[config.mk]
export PLATFORM = sky130hd
export DESIGN_NAME = utf8_stream_validator_unit_flat
export DESIGN_NICKNAME = d
export VERILOG_FILES = /design/src/design/usv_pkg.sv /design/src/design/usv_byte_if.sv /design/src/design/usv_result_if.sv /design/src/design/utf8_stream_validator_unit.sv /design/src/design/usv_in_stage.sv /design/src/design/usv_checker.sv /design/src/design/usv_out_stage.sv /design/src/flat_wrapper.sv
export VERILOG_INCLUDE_DIRS = /design/src /design/src/design
export SDC_FILE = /design/constraint.sdc
export NUM_CORES = 1
export LEC_CHECK = 0
export ABC_AREA = 1
export BUFFER_PORTS_ARGS = -buffer_cell sky130_fd_sc_hd__buf_2
export CORE_UTILIZATION = 35
export CTS_CLUSTER_DIAMETER = 30
export DETAILED_ROUTE_END_ITERATION = 8
export GPL_TIMING_DRIVEN = 0
export PLACE_DENSITY = 0.59
export SYNTH_ARGS = -nofsm -noshare
export SYNTH_HDL_FRONTEND = slang
export SYNTH_SLANG_ARGS = --single-unit
[constraint.sdc]
create_clock -name clk -period 4.12 [get_ports clk]
set_input_delay 0.618 -clock clk [delete_from_list [all_inputs] [get_ports clk]]
set_output_delay 0.618 -clock clk [all_outputs]
set_load 0.02 [all_outputs]
[src/design/assert_macros.svh]
// Assertion macros for the design files that check their own logic.
`ifndef ASSERT_MACROS_SVH
`define ASSERT_MACROS_SVH

// Concurrent assertion on a given clock, disabled while the given reset is high.
`define USV_ASSERT_ON(label, clock, reset, prop, msg) \
  label: assert property (@(posedge clock) disable iff (reset) prop) else $error(msg);

// Concurrent assertion on the block clock clk, disabled during reset rst.
`define USV_ASSERT(label, prop, msg) \
  `USV_ASSERT_ON(label, clk, rst, prop, msg)

`endif

[src/design/usv_pkg.sv]
// Types and constants shared by the UTF-8 stream validator files.
package usv_pkg;

  // Byte classification masks and patterns.
  localparam logic [7:0] AsciiMax       = 8'h7f;
  localparam logic [7:0] ContMask       = 8'hc0;
  localparam logic [7:0] ContPattern    = 8'h80;
  localparam logic [7:0] Lead2Pattern   = 8'hc0;
  localparam logic [7:0] Lead3Mask      = 8'he0;
  localparam logic [7:0] Lead3Pattern   = 8'he0;
  localparam logic [7:0] Lead4Mask      = 8'hf0;
  localparam logic [7:0] Lead4Pattern   = 8'hf0;
  localparam logic [7:0] Lead4TestMask  = 8'hf8;
  localparam logic [7:0] SurrogateLead  = 8'hed;
  localparam logic [7:0] SurrogateMask  = 8'ha0;

  // Continuation counts owed by each lead form.
  localparam logic [1:0] OweNone = 2'd0;
  localparam logic [1:0] OweOne  = 2'd1;
  localparam logic [1:0] OweTwo  = 2'd2;
  localparam logic [1:0] OweThree = 2'd3;

  // One input item.
  typedef struct packed {
    logic [7:0] data_byte;
    logic       end_of_message;
  } byte_item_t;

  // One result item.
  typedef struct packed {
    logic valid_res;
    logic final_res;
  } result_item_t;

  // Per-message decoder state.
  typedef struct packed {
    logic [1:0] owed;
    logic       surrogate_check;
    logic       error_seen;
  } check_state_t;

  // Pipeline control between the input register and the result register.
  typedef struct packed {
    logic item_valid;
    logic advance;
  } stage_ctrl_t;

endpackage

[src/design/usv_byte_if.sv]
// Stream interface that carries message bytes into the validator.
interface usv_byte_if;
  logic       valid;
  logic       ready;
  logic [7:0] data_byte;
  logic       end_of_message;

  modport source (output valid, output data_byte, output end_of_message, input ready);
  modport sink (input valid, input data_byte, input end_of_message, output ready);
endinterface

[src/design/usv_result_if.sv]
// Stream interface that carries validation results out of the validator.
interface usv_result_if;
  logic valid;
  logic ready;
  logic valid_res;
  logic final_res;

  modport source (output valid, output valid_res, output final_res, input ready);
  modport sink (input valid, input valid_res, input final_res, output ready);
endinterface

[src/design/utf8_stream_validator_unit.sv]
// Top level of the UTF-8 stream validator.
//
// byte_stream takes a message one byte item at a time, with end_of_message
// set on its last byte. result_stream gives one item for every byte:
// valid_res is 1 while no error has been seen in the message, and on the
// last byte (final_res = 1) it is the verdict for the whole message.
// From acceptance, the byte waits in the input register, then its result is
// loaded into the result register and offered there. Throughput is one byte
// per cycle while result_stream does not stall, set by the combinational check
// between the two registers, with the decoder state updated as each item
// enters the result register.
// When result_stream stalls, the result register holds its item and the
// input register keeps its byte, or takes one more byte if it was empty;
// byte_stream.ready then drops until the stalled result is taken.
// A synchronous reset on rst empties both registers and clears the decoder
// state, so the next byte starts a new message.
`include "assert_macros.svh"

module utf8_stream_validator_unit (
  input  logic         clk,
  input  logic         rst,
  usv_byte_if.sink     byte_stream,
  usv_result_if.source result_stream
);
  import usv_pkg::*;

  byte_item_t   in_item;
  byte_item_t   item;
  logic         item_valid;
  logic         space;
  stage_ctrl_t  ctrl;
  result_item_t result;
  result_item_t out_item;
  check_state_t state;

  assign in_item.data_byte      = byte_stream.data_byte;
  assign in_item.end_of_message = byte_stream.end_of_message;

  // An item moves on when it is present and the result register has space.
  assign ctrl.item_valid = item_valid;
  assign ctrl.advance    = item_valid && space;

  usv_in_stage u_in_stage (
    .clk        (clk),
    .rst        (rst),
    .in_valid   (byte_stream.valid),
    .in_ready   (byte_stream.ready),
    .in_item    (in_item),
    .advance    (ctrl.advance),
    .item_valid (item_valid),
    .item       (item)
  );

  usv_checker u_checker (
    .clk    (clk),
    .rst    (rst),
    .ctrl   (ctrl),
    .item   (item),
    .result (result),
    .state  (state)
  );

  usv_out_stage u_out_stage (
    .clk       (clk),
    .rst       (rst),
    .ctrl      (ctrl),
    .result    (result),
    .space     (space),
    .out_valid (result_stream.valid),
    .out_ready (result_stream.ready),
    .out_item  (out_item)
  );

  assign result_stream.valid_res = out_item.valid_res;
  assign result_stream.final_res = out_item.final_res;

  // The surrogate check is only pending right after lead 0xED.
  `USV_ASSERT(a_surrogate_state, state.surrogate_check |-> (state.owed == OweTwo) && !state.error_seen, "surrogate check pending outside a three-byte sequence")

  // The last byte of a message leaves the decoder state clear.
  `USV_ASSERT(a_clear_on_last, ctrl.advance && item.end_of_message |=> state == '0, "state not cleared after the last byte")

  // A byte that moves on is offered as a result in the next cycle.
  `USV_ASSERT(a_result_follows, ctrl.advance |=> result_stream.valid, "result lost after advance")

endmodule

[src/design/usv_in_stage.sv]
// Input register that holds one accepted byte item until it moves on.
module usv_in_stage (
  input  logic                clk,
  input  logic                rst,
  input  logic                in_valid,
  output logic                in_ready,
  input  usv_pkg::byte_item_t in_item,
  input  logic                advance,
  output logic                item_valid,
  output usv_pkg::byte_item_t item
);
  import usv_pkg::*;

  // The register takes a new item when empty or when its item moves on.
  assign in_ready = !item_valid || advance;

  // Occupancy flag.
  always_ff @(posedge clk) begin
    if (rst) begin
      item_valid <= 1'b0;
    end else if (in_ready) begin
      item_valid <= in_valid;
    end
  end

  // Payload register.
  always_ff @(posedge clk) begin
    if (in_valid && in_ready) begin
      item <= in_item;
    end
  end
endmodule

[src/design/usv_checker.sv]
// Decoder state and the per-byte check that produces one result.
module usv_checker (
  input  logic                  clk,
  input  logic                  rst,
  input  usv_pkg::stage_ctrl_t  ctrl,
  input  usv_pkg::byte_item_t   item,
  output usv_pkg::result_item_t result,
  output usv_pkg::check_state_t state
);
  import usv_pkg::*;

  check_state_t state_next;
  check_state_t checked;
  logic [7:0]   c;

  assign c = item.data_byte;

  // Apply one byte to the current state.
  always_comb begin
    checked = state;
    if (!state.error_seen) begin
      if (state.owed != OweNone) begin
        // A continuation is owed.
        if ((c & ContMask) != ContPattern) begin
          checked.error_seen = 1'b1;
        end else if (state.surrogate_check && ((c & SurrogateMask) == SurrogateMask)) begin
          checked.error_seen = 1'b1;
        end else begin
          checked.owed = state.owed - 2'd1;
        end
        checked.surrogate_check = 1'b0;
      end else if (c > AsciiMax) begin
        // A lead byte is expected.
        if ((c & Lead3Mask) == Lead2Pattern) begin
          checked.owed = OweOne;
        end else if ((c & Lead4Mask) == Lead3Pattern) begin
          checked.owed = OweTwo;
          checked.surrogate_check = (c == SurrogateLead);
        end else if ((c & Lead4TestMask) == Lead4Pattern) begin
          checked.owed = OweThree;
        end else begin
          checked.error_seen = 1'b1;
        end
      end
    end
  end

  // The result and the state for the next byte; the last byte clears the state.
  always_comb begin
    result.final_res = item.end_of_message;
    result.valid_res = !checked.error_seen
                       && (!item.end_of_message || (checked.owed == OweNone));
    state_next = item.end_of_message ? '0 : checked;
  end

  // State registers advance when the item moves into the result register.
  always_ff @(posedge clk) begin
    if (rst) begin
      state <= '0;
    end else if (ctrl.item_valid && ctrl.advance) begin
      state <= state_next;
    end
  end
endmodule

[src/design/usv_out_stage.sv]
// Result register that holds one result item until the receiver takes it.
module usv_out_stage (
  input  logic                  clk,
  input  logic                  rst,
  input  usv_pkg::stage_ctrl_t  ctrl,
  input  usv_pkg::result_item_t result,
  output logic                  space,
  output logic                  out_valid,
  input  logic                  out_ready,
  output usv_pkg::result_item_t out_item
);
  import usv_pkg::*;

  // Free when empty or when the held result is taken in this cycle.
  assign space = !out_valid || out_ready;

  // Occupancy flag.
  always_ff @(posedge clk) begin
    if (rst) begin
      out_valid <= 1'b0;
    end else if (space) begin
      out_valid <= ctrl.item_valid;
    end
  end

  // Payload register.
  always_ff @(posedge clk) begin
    if (ctrl.item_valid && ctrl.advance) begin
      out_item <= result;
    end
  end
endmodule
[src/flat_wrapper.sv]
// flat-port wrapper written by rule: the top's interface ports become plain ports
module utf8_stream_validator_unit_flat import usv_pkg::*;
  (clk, rst, byte_stream_valid, byte_stream_data_byte, byte_stream_end_of_message, byte_stream_ready, result_stream_valid, result_stream_valid_res, result_stream_final_res, result_stream_ready);
  usv_byte_if byte_stream_i ();
  usv_result_if result_stream_i ();
  input  logic clk;
  input  logic rst;
  input wire logic [$bits(byte_stream_i.valid)-1:0] byte_stream_valid;
  input wire logic [$bits(byte_stream_i.data_byte)-1:0] byte_stream_data_byte;
  input wire logic [$bits(byte_stream_i.end_of_message)-1:0] byte_stream_end_of_message;
  output wire logic [$bits(byte_stream_i.ready)-1:0] byte_stream_ready;
  output wire logic [$bits(result_stream_i.valid)-1:0] result_stream_valid;
  output wire logic [$bits(result_stream_i.valid_res)-1:0] result_stream_valid_res;
  output wire logic [$bits(result_stream_i.final_res)-1:0] result_stream_final_res;
  input wire logic [$bits(result_stream_i.ready)-1:0] result_stream_ready;
  assign byte_stream_i.valid = byte_stream_valid;
  assign byte_stream_i.data_byte = byte_stream_data_byte;
  assign byte_stream_i.end_of_message = byte_stream_end_of_message;
  assign byte_stream_ready = byte_stream_i.ready;
  assign result_stream_valid = result_stream_i.valid;
  assign result_stream_valid_res = result_stream_i.valid_res;
  assign result_stream_final_res = result_stream_i.final_res;
  assign result_stream_i.ready = result_stream_ready;
  utf8_stream_validator_unit u_core (.clk(clk), .rst(rst), .byte_stream(byte_stream_i), .result_stream(result_stream_i));
endmodule
Word level (Yosys, flattened, before mapping)
Cells that the tools add are included.
{"block": "totals", "regBits": 17, "inputBits": 13, "output_inout_bits": 4, "elab_cells": 51}
{"block": "op_classes", "addsub": 1, "magnitude_cmp": 1, "eq_ne": 8, "n_mux": 15, "n_reduce_logical": 17}
{"cell": "$mux W4", "n": 4}
{"cell": "$mux W2", "n": 6}
{"cell": "$eq A8 B8 Y1 const B", "n": 1}
{"cell": "$gt A8 B7 Y1 const B", "n": 1}
{"cell": "$reduce_bool A3 Y1", "n": 2}
{"cell": "$eq A5 B5 Y1 const B", "n": 1}
{"cell": "$logic_and A1 B1 Y1", "n": 5}
{"cell": "$mux W1", "n": 5}
{"cell": "$reduce_and A5 Y1", "n": 1}
{"cell": "$eq A4 B4 Y1 const B", "n": 1}
{"cell": "$logic_not A1 Y1", "n": 4}
{"cell": "$eq A3 B3 Y1 const B", "n": 1}
{"cell": "$logic_or A1 B1 Y1", "n": 3}
{"cell": "$ne A3 B2 Y1 const B", "n": 1}
{"cell": "$eq A2 B2 Y1 const B", "n": 1}
{"cell": "$logic_not A2 Y1", "n": 1}
{"cell": "$ne A2 B1 Y1 const B", "n": 1}
{"cell": "$ne A2 B2 Y1 const B", "n": 1}
{"cell": "$reduce_bool A2 Y1", "n": 1}
{"cell": "$sub A2 B1 Y2 const B", "n": 1}

Logic depth before layout (Yosys ltp)
Gate-level depths: netlist of run 1.
{"block": "depth", "ltp_word": 10, "ltp_mapped": 10, "ltp_nobuf": 10}

Cells and area by module
From an unflattened synthesis of run 1, not the netlist that was laid out.
{"block": "hier_totals", "cells_unflattened": 96, "area_unflattened_um2": 812.0}
{"module": "usv_checker", "n_inst": 1, "cells_each": 70, "area_per_inst_um2": 376.6}
{"module": "usv_in_stage", "n_inst": 1, "cells_each": 15, "area_per_inst_um2": 317.8}
{"module": "usv_out_stage", "n_inst": 1, "cells_each": 9, "area_per_inst_um2": 110.1}
{"module": "utf8_stream_validator_unit", "n_inst": 1, "cells_each": 2, "area_per_inst_um2": 7.5}

Worst setup path after synthesis of run 1
No wires, ideal clock.
{"block": "synth_timing", "path_type": "in2reg", "start": "input result_stream_ready", "end": "register u_core.u_in_stage.item[0] (netlist name)", "arrival_ns": 1.170, "t_required_ns": 3.791, "slack_ns": 2.621, "stages": 4, "path_buffers": 0, "cell_sequence": "inv_1 -> nand3_1 -> nand2_1 -> inv_1"}
{"block": "synth_via", "elab_chain_len": 4}
{"element": "from (decl)", "line_no": "flat_wrapper.sv:15", "source": "input wire logic [$bits(result_stream_i.ready)-1:0] result_stream_ready;"}
{"element": "$logic_or A1 B1 Y1", "line_no": "usv_out_stage.sv:15", "source": "assign space = !out_valid || out_ready;"}
{"element": "$logic_and A1 B1 Y1", "line_no": "utf8_stream_validator_unit.sv:41", "source": "assign ctrl.advance = item_valid && space;"}
{"element": "$logic_or A1 B1 Y1", "line_no": "usv_in_stage.sv:15", "source": "assign in_ready = !item_valid || advance;"}
{"element": "via byte_stream_ready", "line_no": "flat_wrapper.sv:11", "source": "output wire logic [$bits(byte_stream_i.ready)-1:0] byte_stream_ready;"}
{"element": "$logic_and A1 B1 Y1", "line_no": "usv_in_stage.sv:28", "source": "if (in_valid && in_ready) begin"}
The timed path passes the listed nets, and every way through them passes these cells.
A chain may end at the register's enable or synchronous reset.

Worst setup path in the final report of run 1
{"block": "layout_timing", "start": "input result_stream_ready", "end": "output byte_stream_ready"}
{"block": "layout_via", "elab_chain_len": 3}
{"element": "$logic_or A1 B1 Y1", "line_no": "usv_out_stage.sv:15"}
{"element": "$logic_and A1 B1 Y1", "line_no": "utf8_stream_validator_unit.sv:41"}
{"element": "$logic_or A1 B1 Y1", "line_no": "usv_in_stage.sv:15"}
{"element": "to (decl)", "line_no": "flat_wrapper.sv:11"}
Every way passes these cells.

==> results of run 1 <==
-- flip-flops by register name (all words and copies together) (netlist names) --
register,count
u_core.u_checker.state,4
u_core.u_in_stage.item,9
u_core.u_out_stage.out_item,2
u_core.u_out_stage.out_valid,1
u_core.u_in_stage.item_valid,1
-- power by group --
part	switching, W	total (W)	internal [W]
clock	0.0000490	0.0000866	0.0000376
combinational	0.0000206	0.0000342	0.0000136
sequential	0.00000533	0.000196	0.000191
total	0.0000749	0.000317	0.000242
-- area by class of cell --
type	instances	area [sq um]
well taps	27	33.78
multi-input cells	60	287.8
fillers	215	1115
inverters	13	48.80
clock buffers	4	26.28
repair buffers	16	80.08
flip-flops and latches	17	450.4
-- cells by family (layout without fill, tap and decap cells) --
logic type / after synthesis / count (layout) / synth area share [%]
AND/OR/NAND/NOR: 48 / 48 / 26.55
flip-flops: 17 / 17 / 57.23
buffers and inverters: 13 / 33 / 6.201
AO/OA/AOI/OAI: 11 / 11 / 8.426
adder cells (fa/ha/maj): 1 / 1 / 1.590
-- path summary, 6_finish.rpt --
path	from	to	depth (start not counted)
worst max register to register	u_core.u_checker.state[2]	u_core.u_out_stage.out_item[1]	10
worst min-delay path	u_core.u_checker.state[3]	u_core.u_checker.state[3]	2
worst min register to register	u_core.u_checker.state[3]	u_core.u_checker.state[3]	2
worst max-delay path	result_stream_ready	byte_stream_ready	4
-- worst max-delay path, cell delays in order --
cell and delay (ps):
buf_2 100, inv_1 60, nand3_1 90, buf_2 180
-- metal layers --
metal  wire length, microns  GRT usage (%)
met4                     18          7.619
met3                     59          4.984
met1                    654          15.01
met5                      0              0
met2                    645          20.55
-- cell usage after synthesis --
cell	n
edfxtp_1	11
nor2_4	1
ha_1	1
nor3_1	2
dfxtp_1	6
a31o_2	1
nor2_1	12
inv_1	13
nand3_1	7
nand2_1	22
a21oi_1	6
o21ai_0	1
nand4_1	2
nand2_2	2
a21oi_2	2
o21ai_1	1
-- per-stage QoR --
| stage | hold WS [ps] | util [%] | power (W) |
|---|---|---|---|
| after detailed placement | 479.4 | 44.12 | 0.0002344 |
| final | 497.0 | 45.40 | 0.0003168 |
| after global placement | 481.4 | 44.12 | 0.0002332 |
| after global routing | 482.6 | 45.40 | 0.0003336 |
| after floorplan | 452.4 | - | 0.0002214 |
| after CTS | 489.4 | 45.40 | 0.0003221 |
==> impl_metrics.env, run 1 <==
export IMPL_status="completed"
export IMPL_yosysWarnings=0
export IMPL_die_w_microns=49.42
export IMPL_synthDistinctLibCells=16
export IMPL_grt_pass1_wl_mm=2.359
export IMPL_tns_ps=0
export IMPL_syn_nets=104
export IMPL_synthTopCellsByArea="edfxtp_1, dfxtp_1, nand2_1"
export IMPL_timing_final_ws_setup_ps=2460
export IMPL_final_cells=137
export IMPL_clock_path_buffers=2
export IMPL_relSlewSlack_pct=78.50
export IMPL_cp_end_kind="output pin"
export IMPL_avgViaCountPerCell=4.518
export IMPL_rsz0062_at_grt="false"
export IMPL_max_freq_mhz=602.4
export IMPL_p_per_area_mw_per_mm2=341.7
export IMPL_leakagePower_nw=0.4232
export IMPL_root_buffer="clkbuf_4"
export IMPL_criticalPathCategory="in2out"
export IMPL_path_clk_slew_ps=90
export IMPL_syn_area_per_cell_sq_um=8.745
export IMPL_synth_seq_area_share_pct=57.23
export IMPL_dieArea_sq_mm=0.002442
export IMPL_clock_sinks=17
export IMPL_post_dp_hpwl_mm=1.071
export IMPL_min_path_type="reg2reg"
export IMPL_pin_count=17
export IMPL_cts_max_level=1
export IMPL_setup_viol=0
export IMPL_place_gp_congestion=0.8288
export IMPL_r2r_setup_slack_ps=2560
export IMPL_finalMaxSlewViolations=0
export IMPL_final_layout_size_suffix_gt1_share_pct=22.73
export IMPL_yosysTopAreaCellShare_pct=41.97
export IMPL_postCtsSetupBuffers=0
export IMPL_final_cell_mix="nand2_1, buf_2, inv_1"
export IMPL_start_util_pct=38.54
export IMPL_final_antenna_net_count=0
export IMPL_worst_pin_slew_ps=322.2
export IMPL_synth_seq_cells=17
export IMPL_clkLatencyLatePin_ps=280
export IMPL_drt_pass1_iter_count=2
export IMPL_grt_pass1_vias=581
export IMPL_pre_cts_slack_ps=2462
export IMPL_cts_made_buffers=3
export IMPL_cts_tree="built"
export IMPL_synth_area_leader_cell="edfxtp_1"
export IMPL_numPlacedInstances=133
export IMPL_synth_cells=90
export IMPL_timing_final_crit_share_pct=40.29
export IMPL_die_y_microns=49.42
export IMPL_overflow=0
export IMPL_n_antenna_cell=0
export IMPL_grt_max_degree=10
export IMPL_route_detailed_drc=0
export IMPL_routed_wirelength_mm=1.377
export IMPL_final_nets=125
export IMPL_antenna_found_initial=0
export IMPL_worstSetupStartpointType="input pin"
export IMPL_ir_drop_v=0.0001902
export IMPL_hold_viol_final=0
export IMPL_wl_per_cell_microns=10.05
export IMPL_cp_arrival_ps=1040
export IMPL_final_cell_area_sq_um=927.1
export IMPL_io_buffers=16
export IMPL_postCtsHoldBufs=0
export IMPL_vias=619
export IMPL_mostFrequentLayoutCell="nand2_1"
export IMPL_ctsResizeCount=0
export IMPL_area_growth_syn_to_layout_pct=17.81
export IMPL_placed_area_sq_um=900.9
export IMPL_coreArea_sq_mm=0.002042
export IMPL_fin_crit_ps=1660
export IMPL_critPathRequiredTime_ps=3500
export IMPL_cp_max_fo=3
export IMPL_drt_initial_drc_count=10
export IMPL_clock_skew_ps=0.8234
export IMPL_netlist_area_sq_um=787.0
export IMPL_drv_cap=0
export IMPL_num_rows=16
export IMPL_grt_total_usage_pct=13.06
Note: power is estimated with default switching activity, not from simulation.
==> run 2: changes to the inputs <==
- clock period: 4.12 -> 1.7 ns (I/O delays scaled with it)
==> run 2 against run 1 <==
Global-route usage unchanged. Cell count unchanged. Power up 140%. Count of clock-buffer cells in the layout unchanged. Critical path depth up 6. Routed wire length unchanged. Register-to-register slack worse by 2400 ps. Design area up 0.13%. Sequential share of layout area up 0.069 points. Highest routed layer unchanged.
==> impl_metrics.env, run 2 (synthesized netlist as in run 1, its figures left out) <==
export IMPL_status="completed"
export IMPL_grt_pass1_vias=581
export IMPL_max_freq_mhz=669.5
export IMPL_pin_count=17
export IMPL_switchingPower_w=0.0001815
export IMPL_seqPwrFrac_pct=61.9
export IMPL_timing_final_crit_share_pct=87.86
export IMPL_postCtsSetupBuffers=0
export IMPL_final_antenna_net_count=0
export IMPL_grt_max_degree=10
export IMPL_clock_skew_ps=0.8234
export IMPL_clock_sinks=17
export IMPL_drt_pass1_iter_count=2
export IMPL_overflow=0
export IMPL_clkLatencyLatePin_ps=280
export IMPL_wl_per_cell_microns=10.05
export IMPL_relSlewSlack_pct=78.50
export IMPL_final_cell_mix="nand2_1, buf_2, inv_1"
export IMPL_routed_wirelength_mm=1.377
export IMPL_area_growth_syn_to_layout_pct=17.96
export IMPL_final_nets=125
export IMPL_vias=619
export IMPL_worst_pin_slew_ps=322.2
export IMPL_criticalPathCategory="reg2reg"
export IMPL_intPower_w=0.0005865
export IMPL_cts_made_buffers=3
export IMPL_tns_ps=0
export IMPL_clockPowerShare_pct=27.3
export IMPL_route_detailed_drc=0
export IMPL_clock_path_buffers=2
export IMPL_ir_drop_v=0.0004611
export IMPL_reg_top3="u_core.u_in_stage.item: 9 flops, u_core.u_checker.state: 4 flops, u_core.u_out_stage.out_item: 2 flops"
export IMPL_die_y_microns=49.42
export IMPL_path_clk_slew_ps=90
export IMPL_grt_total_usage_pct=13.06
export IMPL_mostFrequentLayoutCell="nand2_1"
export IMPL_largest_reg_flops=9
export IMPL_final_core_util_pct=45.47
export IMPL_antenna_found_initial=0
export IMPL_worstSetupStartpointType="flop"
export IMPL_n_antenna_cell=0
export IMPL_drv_cap=0
export IMPL_final_layout_size_suffix_gt1_share_pct=23.64
export IMPL_ctsResizeCount=0
export IMPL_leakagePower_nw=0.4237
export IMPL_post_dp_hpwl_mm=1.071
export IMPL_cp_arrival_ps=1540
export IMPL_avgViaCountPerCell=4.518
export IMPL_dieArea_sq_mm=0.002442
export IMPL_fin_crit_ps=1494
export IMPL_setup_viol=0
export IMPL_hold_viol_final=0
export IMPL_cp_max_fo=5
export IMPL_comb_power_share_pct=10.8
export IMPL_finalMaxSlewViolations=0
export IMPL_place_gp_congestion=0.8288
export IMPL_cts_max_level=1
export IMPL_coreArea_sq_mm=0.002042
export IMPL_cp_end_kind="flop"
export IMPL_cts_tree="built"
export IMPL_num_rows=16
export IMPL_finalPower_w=0.0007680
export IMPL_io_buffers=16
export IMPL_sw_frac_of_total_pct=23.63
export IMPL_postCtsHoldBufs=0
export IMPL_critPathRequiredTime_ps=1750
export IMPL_regMostFlops="u_core.u_in_stage.item"
export IMPL_die_w_microns=49.42
export IMPL_min_path_type="in2reg"
export IMPL_grt_pass1_wl_mm=2.359
export IMPL_start_util_pct=38.54
export IMPL_drt_initial_drc_count=10
export IMPL_root_buffer="clkbuf_4"
export IMPL_p_per_area_mw_per_mm2=827.2
export IMPL_rsz0062_at_grt="false"
run 2: worst max-delay path, cell delays in order, from the launching register on:
cell and delay, ps:
dfxtp_2 380, inv_1 70, ha_1 230, inv_1 110, nand2_1 80, nand2_1 90, nand2_1 50, nand2_1 70
nor2_1 40, nand3_1 80, a21oi_2 50
run 2: path summary, 6_finish.rpt:
path | depth (start not counted) | start | endpoint | slack (ps)
worst max register to register | 10 | u_core.u_checker.state[2] | u_core.u_out_stage.out_item[1] | 210
worst min register to register | 2 | u_core.u_checker.state[3] | u_core.u_checker.state[3] | 500
worst min-delay path | 1 | byte_stream_end_of_message | u_core.u_in_stage.item[0] | 140
worst max-delay path | 10 | u_core.u_checker.state[2] | u_core.u_out_stage.out_item[1] | 210
run 2: area by class of cell:
cell class / count / area (sq um)
fillers: 215 / 1114
flip-flops and latches: 17 / 451.7
multi-input cells: 60 / 287.8
repair buffers: 16 / 80.08
inverters: 13 / 48.80
well taps: 27 / 33.78
clock buffers: 4 / 26.28
run 2: per-layer routing:
| layer | track usage, % | vias up | routed length, microns | share of wire, % |
|---|---|---|---|---|
| li1 | - | 335 | - | - |
| met1 | 15.01 | 266 | 654 | 47 |
| met2 | 20.55 | 16 | 645 | 47 |
| met3 | 4.984 | 2 | 59 | 4.3 |
| met4 | 7.619 | 0 | 18 | 1.3 |
| met5 | 0 | - | 0 | 0 |
run 2: metrics by stage:
stage / setup WS, ps / hold slack, ps / cells / cell area [sq um]
after detailed placement: 138.6 / 433.1 / 133 / 900.9
after global placement: 171.9 / 431.2 / 133 / 900.9
after CTS: 123.3 / 126.4 / 137 / 927.1
final: 206.4 / 138.1 / 137 / 928.4
after floorplan: 329.4 / 324.1 / 90 / 787.0
after global routing: 15.08 / 119.6 / 137 / 928.4
run 2: power groups by stage:
stage / Sequential [W] / Combinational, W / Clock (W)
finish: 0.000475 / 0.0000830 / 0.000210
global route: 0.000478 / 0.0000943 / 0.000236
CTS: 0.000475 / 0.0000837 / 0.000222
detailed placement: 0.000485 / 0.0000834 / 0
global placement: 0.000484 / 0.0000810 / 0
floorplan: 0.000487 / 0.0000498 / 0
